$ cat src/rtl/core/qoi_pixel_encoder_unit_assert.svh
// Assertion macros for the QOI pixel encoder, empty when synthesized.
`ifndef QOI_PIXEL_ENCODER_UNIT_ASSERT_SVH
`define QOI_PIXEL_ENCODER_UNIT_ASSERT_SVH
`ifndef SYNTHESIS
// The condition must never hold.
`define QPE_ASSERT_NEVER(label, clk, rst, expr) \
  label: assert property (@(posedge clk) disable iff (rst) !(expr)) \
    else $error("qpe: forbidden condition seen");
// The consequent must hold in the same cycle as the antecedent.
`define QPE_ASSERT_IMPLIES(label, clk, rst, ante, cons) \
  label: assert property (@(posedge clk) disable iff (rst) (ante) |-> (cons)) \
    else $error("qpe: implication failed");
// The consequent must hold in the cycle after the antecedent.
`define QPE_ASSERT_NEXT(label, clk, rst, ante, cons) \
  label: assert property (@(posedge clk) disable iff (rst) (ante) |=> (cons)) \
    else $error("qpe: next-cycle implication failed");
`else
`define QPE_ASSERT_NEVER(label, clk, rst, expr)
`define QPE_ASSERT_IMPLIES(label, clk, rst, ante, cons)
`define QPE_ASSERT_NEXT(label, clk, rst, ante, cons)
`endif
`endif

$ cat src/rtl/core/qpe_pkg.sv
// Constants, chunk codes and the index hash of the QOI pixel encoder.
`default_nettype none

package qpe_pkg;

  localparam int unsigned IndexDepth = 64;
  localparam int unsigned IndexAw    = $clog2(IndexDepth);
  localparam int unsigned MaxBytes   = 6;

  localparam logic [31:0] OPAQUE_BLACK = 32'hFF00_0000;
  localparam logic [5:0]  RUN_MAX      = 6'd62;

  // Chunk tags.
  localparam logic [1:0] TAG_INDEX = 2'b00;
  localparam logic [1:0] TAG_DIFF  = 2'b01;
  localparam logic [1:0] TAG_LUMA  = 2'b10;
  localparam logic [1:0] TAG_RUN   = 2'b11;
  localparam logic [7:0] OP_RGB    = 8'hFE;
  localparam logic [7:0] OP_RGBA   = 8'hFF;

  // Index position: (3r + 5g + 7b + 11a) mod 64, only low bits matter.
  function automatic logic [IndexAw-1:0] qpe_hash(input logic [31:0] px);
    logic [IndexAw-1:0] r3, g5, b7, a11;
    r3  = px[IndexAw-1:0]    * IndexAw'(3);
    g5  = px[8+:IndexAw]     * IndexAw'(5);
    b7  = px[16+:IndexAw]    * IndexAw'(7);
    a11 = px[24+:IndexAw]    * IndexAw'(11);
    return r3 + g5 + b7 + a11;
  endfunction

endpackage

`default_nettype wire

$ cat src/rtl/core/qoi_pixel_encoder_unit.sv
// QOI pixel encoder: pixel stream in, QOI chunk byte stream out.
`default_nettype none

`include "qoi_pixel_encoder_unit_assert.svh"

// Takes one straight-alpha RGBA pixel per item and emits the QOI chunk bytes
// it causes (run, index, diff, luma, RGB or RGBA; no header or end marker).
// The 64-entry index table lives in a 64 x 32 synchronous memory read when a
// pixel is accepted and written back when it leaves the encode stage, with
// forwarding when consecutive pixels hit the same entry; valid bits are
// flip-flops cleared by reset and by a first pixel, so no clearing pass is
// needed. An accepted pixel is registered in the encode stage and its chunk
// is loaded into the output buffer when that stage fires; the buffer drains
// one byte per cycle while m_tready is high. A pixel produces up to six bytes,
// and one that only extends a run produces none. The output byte register
// lets the next pixel be accepted while the previous chunk is still draining.
module qoi_pixel_encoder_unit import qpe_pkg::*; (
  input  wire logic        clk,
  input  wire logic        rst,
  // Configuration: alpha_mode.
  input  wire logic        cfg_we,
  input  wire logic        cfg_wdata,
  // Pixel input.
  input  wire logic        s_tvalid,
  output logic             s_tready,
  input  wire logic [31:0] s_tdata,   // red [7:0], green [15:8], blue [23:16], alpha [31:24]
  input  wire logic        s_tuser,   // first_pixel [0]
  input  wire logic        s_tlast,   // last_pixel
  // Chunk byte output.
  output logic             m_tvalid,
  input  wire logic        m_tready,
  output logic [7:0]       m_tdata,   // out_byte [7:0]
  output logic             m_tlast    // last_byte
);

  // Configuration register.
  logic alpha_mode;

  always_ff @(posedge clk) begin
    if (rst) begin
      alpha_mode <= 1'b0;
    end else if (cfg_we) begin
      alpha_mode <= cfg_wdata;
    end
  end

  // Input pixel word, alpha forced opaque in three-channel mode.
  logic               s_accept;
  logic [31:0]        in_px;
  logic [IndexAw-1:0] in_hash;

  assign s_accept = s_tvalid && s_tready;
  assign in_px    = {alpha_mode ? s_tdata[31:24] : 8'hFF, s_tdata[23:0]};
  assign in_hash  = qpe_hash(in_px);

  // Encode stage registers.
  logic               s1_valid;
  logic [31:0]        s1_px;
  logic [IndexAw-1:0] s1_hash;
  logic               s1_first;
  logic               s1_last;
  logic               s1_fire;

  // Index table memory and forwarding of a same-edge write.
  logic [31:0]        index_mem [IndexDepth];
  logic [31:0]        mem_rd;
  logic               mem_we;
  logic               fwd_hit;
  logic [31:0]        fwd_data;
  logic [IndexDepth-1:0] index_valid;
  logic [IndexDepth-1:0] index_valid_next;

  always_ff @(posedge clk) begin
    if (mem_we) begin
      index_mem[s1_hash] <= s1_px;
    end
  end

  always_ff @(posedge clk) begin
    if (s_accept) begin
      mem_rd   <= index_mem[in_hash];
      fwd_hit  <= mem_we && (s1_hash == in_hash);
      fwd_data <= s1_px;
    end
  end

  always_ff @(posedge clk) begin
    if (rst) begin
      s1_valid <= 1'b0;
    end else if (s_accept) begin
      s1_valid <= 1'b1;
    end else if (s1_fire) begin
      s1_valid <= 1'b0;
    end
  end

  always_ff @(posedge clk) begin
    if (s_accept) begin
      s1_px    <= in_px;
      s1_hash  <= in_hash;
      s1_first <= s_tuser;
      s1_last  <= s_tlast;
    end
  end

  // Encoder state.
  logic [31:0] prev_px;
  logic [5:0]  run;

  // Previous pixel and run as seen by this pixel after a first-pixel reset.
  logic [31:0] eff_prev;
  logic [5:0]  eff_run;
  logic [5:0]  run_inc;
  logic        px_eq;
  logic        valid_h;
  logic [31:0] stored;
  logic        idx_hit;
  logic        use_diffs;

  assign eff_prev  = s1_first ? OPAQUE_BLACK : prev_px;
  assign eff_run   = s1_first ? 6'd0 : run;
  assign run_inc   = eff_run + 6'd1;
  assign px_eq     = (s1_px == eff_prev);
  assign valid_h   = !s1_first && index_valid[s1_hash];
  assign stored    = valid_h ? (fwd_hit ? fwd_data : mem_rd) : 32'd0;
  assign idx_hit   = (stored == s1_px);
  assign use_diffs = !alpha_mode || (s1_px[31:24] == eff_prev[31:24]);

  // Channel differences, wrapped to signed 8 bits.
  logic [7:0]        dr, dg, db;
  logic signed [8:0] vr, vg, vb, vgr, vgb;
  logic              diff_ok, luma_ok;

  assign dr  = s1_px[7:0]   - eff_prev[7:0];
  assign dg  = s1_px[15:8]  - eff_prev[15:8];
  assign db  = s1_px[23:16] - eff_prev[23:16];
  assign vr  = {dr[7], dr};
  assign vg  = {dg[7], dg};
  assign vb  = {db[7], db};
  assign vgr = vr - vg;
  assign vgb = vb - vg;

  assign diff_ok = (vr >= -9'sd2) && (vr <= 9'sd1) && (vg >= -9'sd2) && (vg <= 9'sd1)
                && (vb >= -9'sd2) && (vb <= 9'sd1);
  assign luma_ok = (vgr >= -9'sd8) && (vgr <= 9'sd7) && (vg >= -9'sd32) && (vg <= 9'sd31)
                && (vgb >= -9'sd8) && (vgb <= 9'sd7);

  // Chunk assembly: optional run flush followed by this pixel's chunk.
  logic [7:0] chunk [MaxBytes];
  logic [2:0] chunk_n;
  logic [7:0] s1_bytes [MaxBytes];
  logic [2:0] s1_n;
  logic [5:0] run_next;
  logic       flush;

  always_comb begin
    for (int i = 0; i < MaxBytes; i++) begin
      chunk[i] = 8'd0;
    end
    chunk_n  = 3'd0;
    run_next = 6'd0;
    flush    = 1'b0;
    if (px_eq) begin
      // Equal pixel: extend the run, emit it when full or at the image end.
      if (run_inc >= RUN_MAX || s1_last) begin
        chunk[0] = {TAG_RUN, eff_run};
        chunk_n  = 3'd1;
      end else begin
        run_next = run_inc;
      end
    end else begin
      flush = (eff_run != 6'd0);
      if (idx_hit) begin
        chunk[0] = {TAG_INDEX, s1_hash};
        chunk_n  = 3'd1;
      end else if (!use_diffs) begin
        chunk[0] = OP_RGBA;
        chunk[1] = s1_px[7:0];
        chunk[2] = s1_px[15:8];
        chunk[3] = s1_px[23:16];
        chunk[4] = s1_px[31:24];
        chunk_n  = 3'd5;
      end else if (diff_ok) begin
        chunk[0] = {TAG_DIFF, dr[1:0] + 2'd2, dg[1:0] + 2'd2, db[1:0] + 2'd2};
        chunk_n  = 3'd1;
      end else if (luma_ok) begin
        chunk[0] = {TAG_LUMA, dg[5:0] + 6'd32};
        chunk[1] = {vgr[3:0] + 4'd8, vgb[3:0] + 4'd8};
        chunk_n  = 3'd2;
      end else begin
        chunk[0] = OP_RGB;
        chunk[1] = s1_px[7:0];
        chunk[2] = s1_px[15:8];
        chunk[3] = s1_px[23:16];
        chunk_n  = 3'd4;
      end
    end
    // Put the flushed run byte in front of the chunk.
    if (flush) begin
      s1_bytes[0] = {TAG_RUN, eff_run - 6'd1};
      for (int i = 1; i < MaxBytes; i++) begin
        s1_bytes[i] = chunk[i-1];
      end
      s1_n = chunk_n + 3'd1;
    end else begin
      for (int i = 0; i < MaxBytes; i++) begin
        s1_bytes[i] = chunk[i];
      end
      s1_n = chunk_n;
    end
  end

  // Output buffer holding one pixel's chunk bytes.
  logic [7:0] buf_bytes [MaxBytes];
  logic [2:0] buf_cnt;
  logic [2:0] buf_ptr;
  logic       buf_valid;
  logic       buf_take;
  logic       buf_done;
  logic       buf_free;

  assign m_tvalid = buf_valid;
  assign m_tdata  = buf_bytes[buf_ptr];
  assign m_tlast  = (buf_ptr == buf_cnt - 3'd1);
  assign buf_take = buf_valid && m_tready;
  assign buf_done = buf_take && m_tlast;
  assign buf_free = !buf_valid || buf_done;

  // The encode stage advances when its bytes have a place to go.
  assign s1_fire  = s1_valid && ((s1_n == 3'd0) || buf_free);
  assign s_tready = !s1_valid || s1_fire;
  assign mem_we   = s1_fire && !px_eq && !idx_hit;

  always_ff @(posedge clk) begin
    if (rst) begin
      buf_valid <= 1'b0;
      buf_ptr   <= 3'd0;
      buf_cnt   <= 3'd0;
    end else if (s1_fire && (s1_n != 3'd0)) begin
      buf_valid <= 1'b1;
      buf_ptr   <= 3'd0;
      buf_cnt   <= s1_n;
    end else if (buf_done) begin
      buf_valid <= 1'b0;
    end else if (buf_take) begin
      buf_ptr <= buf_ptr + 3'd1;
    end
  end

  always_ff @(posedge clk) begin
    if (s1_fire && (s1_n != 3'd0)) begin
      buf_bytes <= s1_bytes;
    end
  end

  // Valid bits after this pixel: cleared by a first pixel, then the written entry set.
  always_comb begin
    index_valid_next = s1_first ? '0 : index_valid;
    if (mem_we) begin
      index_valid_next[s1_hash] = 1'b1;
    end
  end

  // State update when a pixel leaves the encode stage.
  always_ff @(posedge clk) begin
    if (rst) begin
      prev_px     <= OPAQUE_BLACK;
      run         <= 6'd0;
      index_valid <= '0;
    end else if (s1_fire) begin
      prev_px     <= s1_px;
      run         <= run_next;
      index_valid <= index_valid_next;
    end
  end

  // Checks on run bound, buffer pointer, handoff and index bookkeeping.
  `QPE_ASSERT_NEVER(a_run_bound, clk, rst, run >= RUN_MAX)
  `QPE_ASSERT_IMPLIES(a_ptr_in_range, clk, rst, buf_valid, buf_ptr < buf_cnt)
  `QPE_ASSERT_NEXT(a_chunk_handoff, clk, rst, buf_done, !buf_valid || buf_ptr == 3'd0)
  `QPE_ASSERT_NEXT(a_write_marks_valid, clk, rst, mem_we, index_valid[$past(s1_hash)])

endmodule

`default_nettype wire
$ cat config.mk
export PLATFORM = sky130hd
export DESIGN_NAME = qoi_pixel_encoder_unit
export DESIGN_NICKNAME = d
export VERILOG_FILES = /design/src/rtl/core/qpe_pkg.sv /design/src/rtl/core/qoi_pixel_encoder_unit.sv
export VERILOG_INCLUDE_DIRS = /design/src /design/src/rtl/core
export SDC_FILE = /design/constraint.sdc
export NUM_CORES = 2
export LEC_CHECK = 0
export ABC_AREA = 1
export ABC_CLOCK_PERIOD_IN_PS = 9700
export BUFFER_PORTS_ARGS = -buffer_cell sky130_fd_sc_hd__buf_2
export CAP_MARGIN = 20
export CELL_PAD_IN_SITES_DETAIL_PLACEMENT = 0
export CELL_PAD_IN_SITES_GLOBAL_PLACEMENT = 1
export CORE_AREA = 2 2 438 440
export CTS_CLUSTER_DIAMETER = 200
export CTS_CLUSTER_SIZE = 30
export DETAILED_ROUTE_END_ITERATION = 8
export DIE_AREA = 0 0 440 442
export PLACE_DENSITY_LB_ADDON = 0.1
export REMOVE_ABC_BUFFERS = 1
export SETUP_SLACK_MARGIN = 0.15
export SLEW_MARGIN = 20
export SYNTH_ARGS = -nofsm -noshare
export SYNTH_HDL_FRONTEND = slang
export SYNTH_SLANG_ARGS = --single-unit
$ cat constraint.sdc
create_clock -name clk -period 9.7 [get_ports clk]
set_input_delay 2.425 -clock clk [delete_from_list [all_inputs] [get_ports clk]]
set_output_delay 2.425 -clock clk [all_outputs]
set_load 0.01 [all_outputs]
==> reports/summary.txt <==
outcome: completed
DRT Pass-1 Iters: 6
Worst-Skew Late Latency: 0.81 ns
RD Place Congestion: 0.914
Slew @ Worst Pin: 1.10 ns
final WL: 312,000 um
Post-Syn Area: 0.0963 mm2
Post-layout nets: 7,829
VDD IR max: 0.602 mV
Starting Density: 0.508
GRT Util Overall: 0.316
H-tree Lvls: 3
initial antenna violation count: 18
clk sinks: 2,312
Vias: 64.7k
Synth-to-Final Area Change: 5.99%
layout cell share with drive strength beyond 1: 0.0682
area of the multi-input gates: 0.0247 mm2
DRT iter0 DRCs: 9,129
Worst Clk Skew: 0.0758 ns
Cells after DPL: 10.1k
vias per inst: 6.31
post-CTS setup buffers: 0
Wirelength per Cell: 30.4 um
WP data required: 7.28 ns
f_max: 0.113 GHz
dpl hpwl: 183,000 um
Final Hold Fails: 0
Tcrit/Tclk final: 0.911
cts bufs inserted: 87
drc violations: 0
first-pass GRT wire length: 442,000 um
crit path kind: register to output port
Syn Inst Count: 7,879
RSZ-0062 raised after global routing: no
FF+latch area: 0.0683 mm2
CTS tree: built
share of synthesized flip-flops with an asynchronous set or reset: 0
top cell type's share of synthesized area: 0.686
WHS: 0.471 ns
slew margin rel.: 0.266
Slew Viols, Final: 0
hold_buf cts: 0
crit path DAT: 6.41 ns
total design power: 0.0325 W
Util after Layout: 0.538
most common cell after layout, fill and taps aside: edfxtp_1
top cells by area, synth: edfxtp_1 (69%), o21ai_0 (6.5%), nor2_1 (5.1%), nand2_1 (2.9%), dfxtp_1 (2.3%)
final setup fails: 0
pre-CTS setup slack: 1.24 ns
Die X-Extent: 440 um
Filler Cell Count: 16.0k
PwrDens: 319 mW/mm2
peak fanout along the critical path: 22
IO Port Bufs: 50
most frequent cells in the layout: edfxtp_1 (2,201), nor2_1 (1,313), o21ai_0 (1,247), nand2_1 (736), o22ai_1 (317)
I/O pins: 51
hold crit path type: register to register
post-synthesis cell type count: 49
core area: 0.190 mm2
final worst path period need: 8.84 ns
GR Overflow Total: 0
Rows: 160
ANT nets after route: 0
Setup crit end kind: output port
Final Instance Count excl. Fillers: 10.2k
root buffer cell: clkbuf_16
dominant cell type by area after synthesis: edfxtp_1
Clock transition at path regs: 0.13 ns
synthesized flop and latch total: 2,312
largest net degree at the start of global routing: 194
Clock Path Buffers: 3
static leakage: 33.0 nW
cts repair resizes: 0
maxcap violations: 0
sequential-to-total area share from yosys stat: 0.710
die area: 0.194 mm2
Worst Slack Setup Final: 0.865 ns
syn avg cell area: 12.2 um2
Setup crit start kind: register
Syn. warnings: 0
number of flops mapped to enable cells by yosys: 2,201
die span in y: 442 um
vias in the first global route: 58.9k
ys flop type: edfxtp_1
-- logic make-up after synthesis --
group / Yosys count / share of synthesized area
and+or+nand+nor: 2407 / 0.105
DFF: 2312 / 0.710
AOI/OAI and AO/OA: 2183 / 0.132
buffers and inverters: 831 / 0.0348
adders and majority gates: 87 / 0.0135
xor gates and xnor gates: 59 / 0.00537
-- layout make-up --
cell class              instances  area share
clock inverters                 6     0.00115
diodes                          3   0.0000736
inverters                     284      0.0108
repair buffers                281      0.0233
flip-flops and latches       2312       0.669
well taps                    2511      0.0308
multi-input cells            4736       0.242
clock buffers                 111      0.0226
-- registers in the layout, indices dropped and copies added, names as in the netlist --
| register | count |
|---|---|
| alpha_mode | 1 |
| buf_bytes | 48 |
| buf_cnt | 3 |
| buf_ptr | 3 |
| fwd_data | 32 |
| fwd_hit | 1 |
| index_mem | 2048 |
| index_valid | 64 |
| m_tvalid | 1 |
| mem_rd | 32 |
| prev_px | 32 |
| run | 6 |
| s1_first | 1 |
| s1_hash | 6 |
| s1_last | 1 |
| s1_px | 32 |
| s1_valid | 1 |
-- layer usage --
layer / share of wire / track usage
met1: 0.42 / 0.464
met2: 0.46 / 0.482
met3: 0.085 / 0.0450
met4: 0.041 / 0.112
met5: 0.00012 / 0
-- synth_stat cells, types with 25 or more instances --
master,instances
edfxtp_1,2201
nor2_1,1313
o21ai_0,1249
nand2_1,737
clkbuf_1,470
o22ai_1,317
inv_1,271
o221ai_1,205
o211ai_1,194
nand3_1,185
a21oi_1,136
dfxtp_1,111
nand4_2,60
ha_1,59
nand4_1,51
xor2_1,42
nor3_1,35
a31oi_1,34
fa_1,28
buf_1,27
buf_2,25
-- power breakdown --
| part | internal, W | leakage (nW) | switching (W) |
|---|---|---|---|
| clock network | 0.00172 | 1.17 | 0.00301 |
| logic | 0.00399 | 11.2 | 0.0121 |
| registers | 0.0115 | 20.6 | 0.000292 |
| total | 0.0172 | 33.0 | 0.0154 |
-- critical path, cell delays in order (launching register included) --
cell,delay [ns]
edfxtp_1,0.59
inv_2,0.39
nand2_1,0.10
ha_1,0.39
nand2_1,0.15
inv_1,0.06
nand2_1,0.10
nand3_1,0.10
nand2_1,0.10
nand2_1,0.06
a21oi_1,0.24
xor2_1,0.51
ha_1,0.37
and3_1,0.18
a21oi_1,0.21
inv_1,0.06
nand2_1,0.10
nand3_1,0.31
inv_1,0.21
nand4_1,0.18
inv_1,0.11
ha_1,0.22
or2_2,0.29
nand2_1,0.11
nand3_2,0.14
nand3_1,0.15
buf_2,0.15
-- stage by stage --
step	setup TNS (ns)	cell area (um2)
global placement	0	99600
global route	0	102000
CTS	0	102000
finish	0	102000
floorplan	-1280.92	94000
detailed placement	0	99600
-- worst paths after layout --
kind                                 startpoint                end  slack (ns)  depth (start not counted)
worst max-delay path                   s1_first           s_tready        0.86                         26
worst min-delay path            index_valid[42]    index_valid[42]        0.47                          2
worst max register to register         s1_first  index_mem[29][13]        1.86                         28
worst min register to register  index_valid[42]    index_valid[42]        0.47                          2
Power figures use the tool's default switching activity.
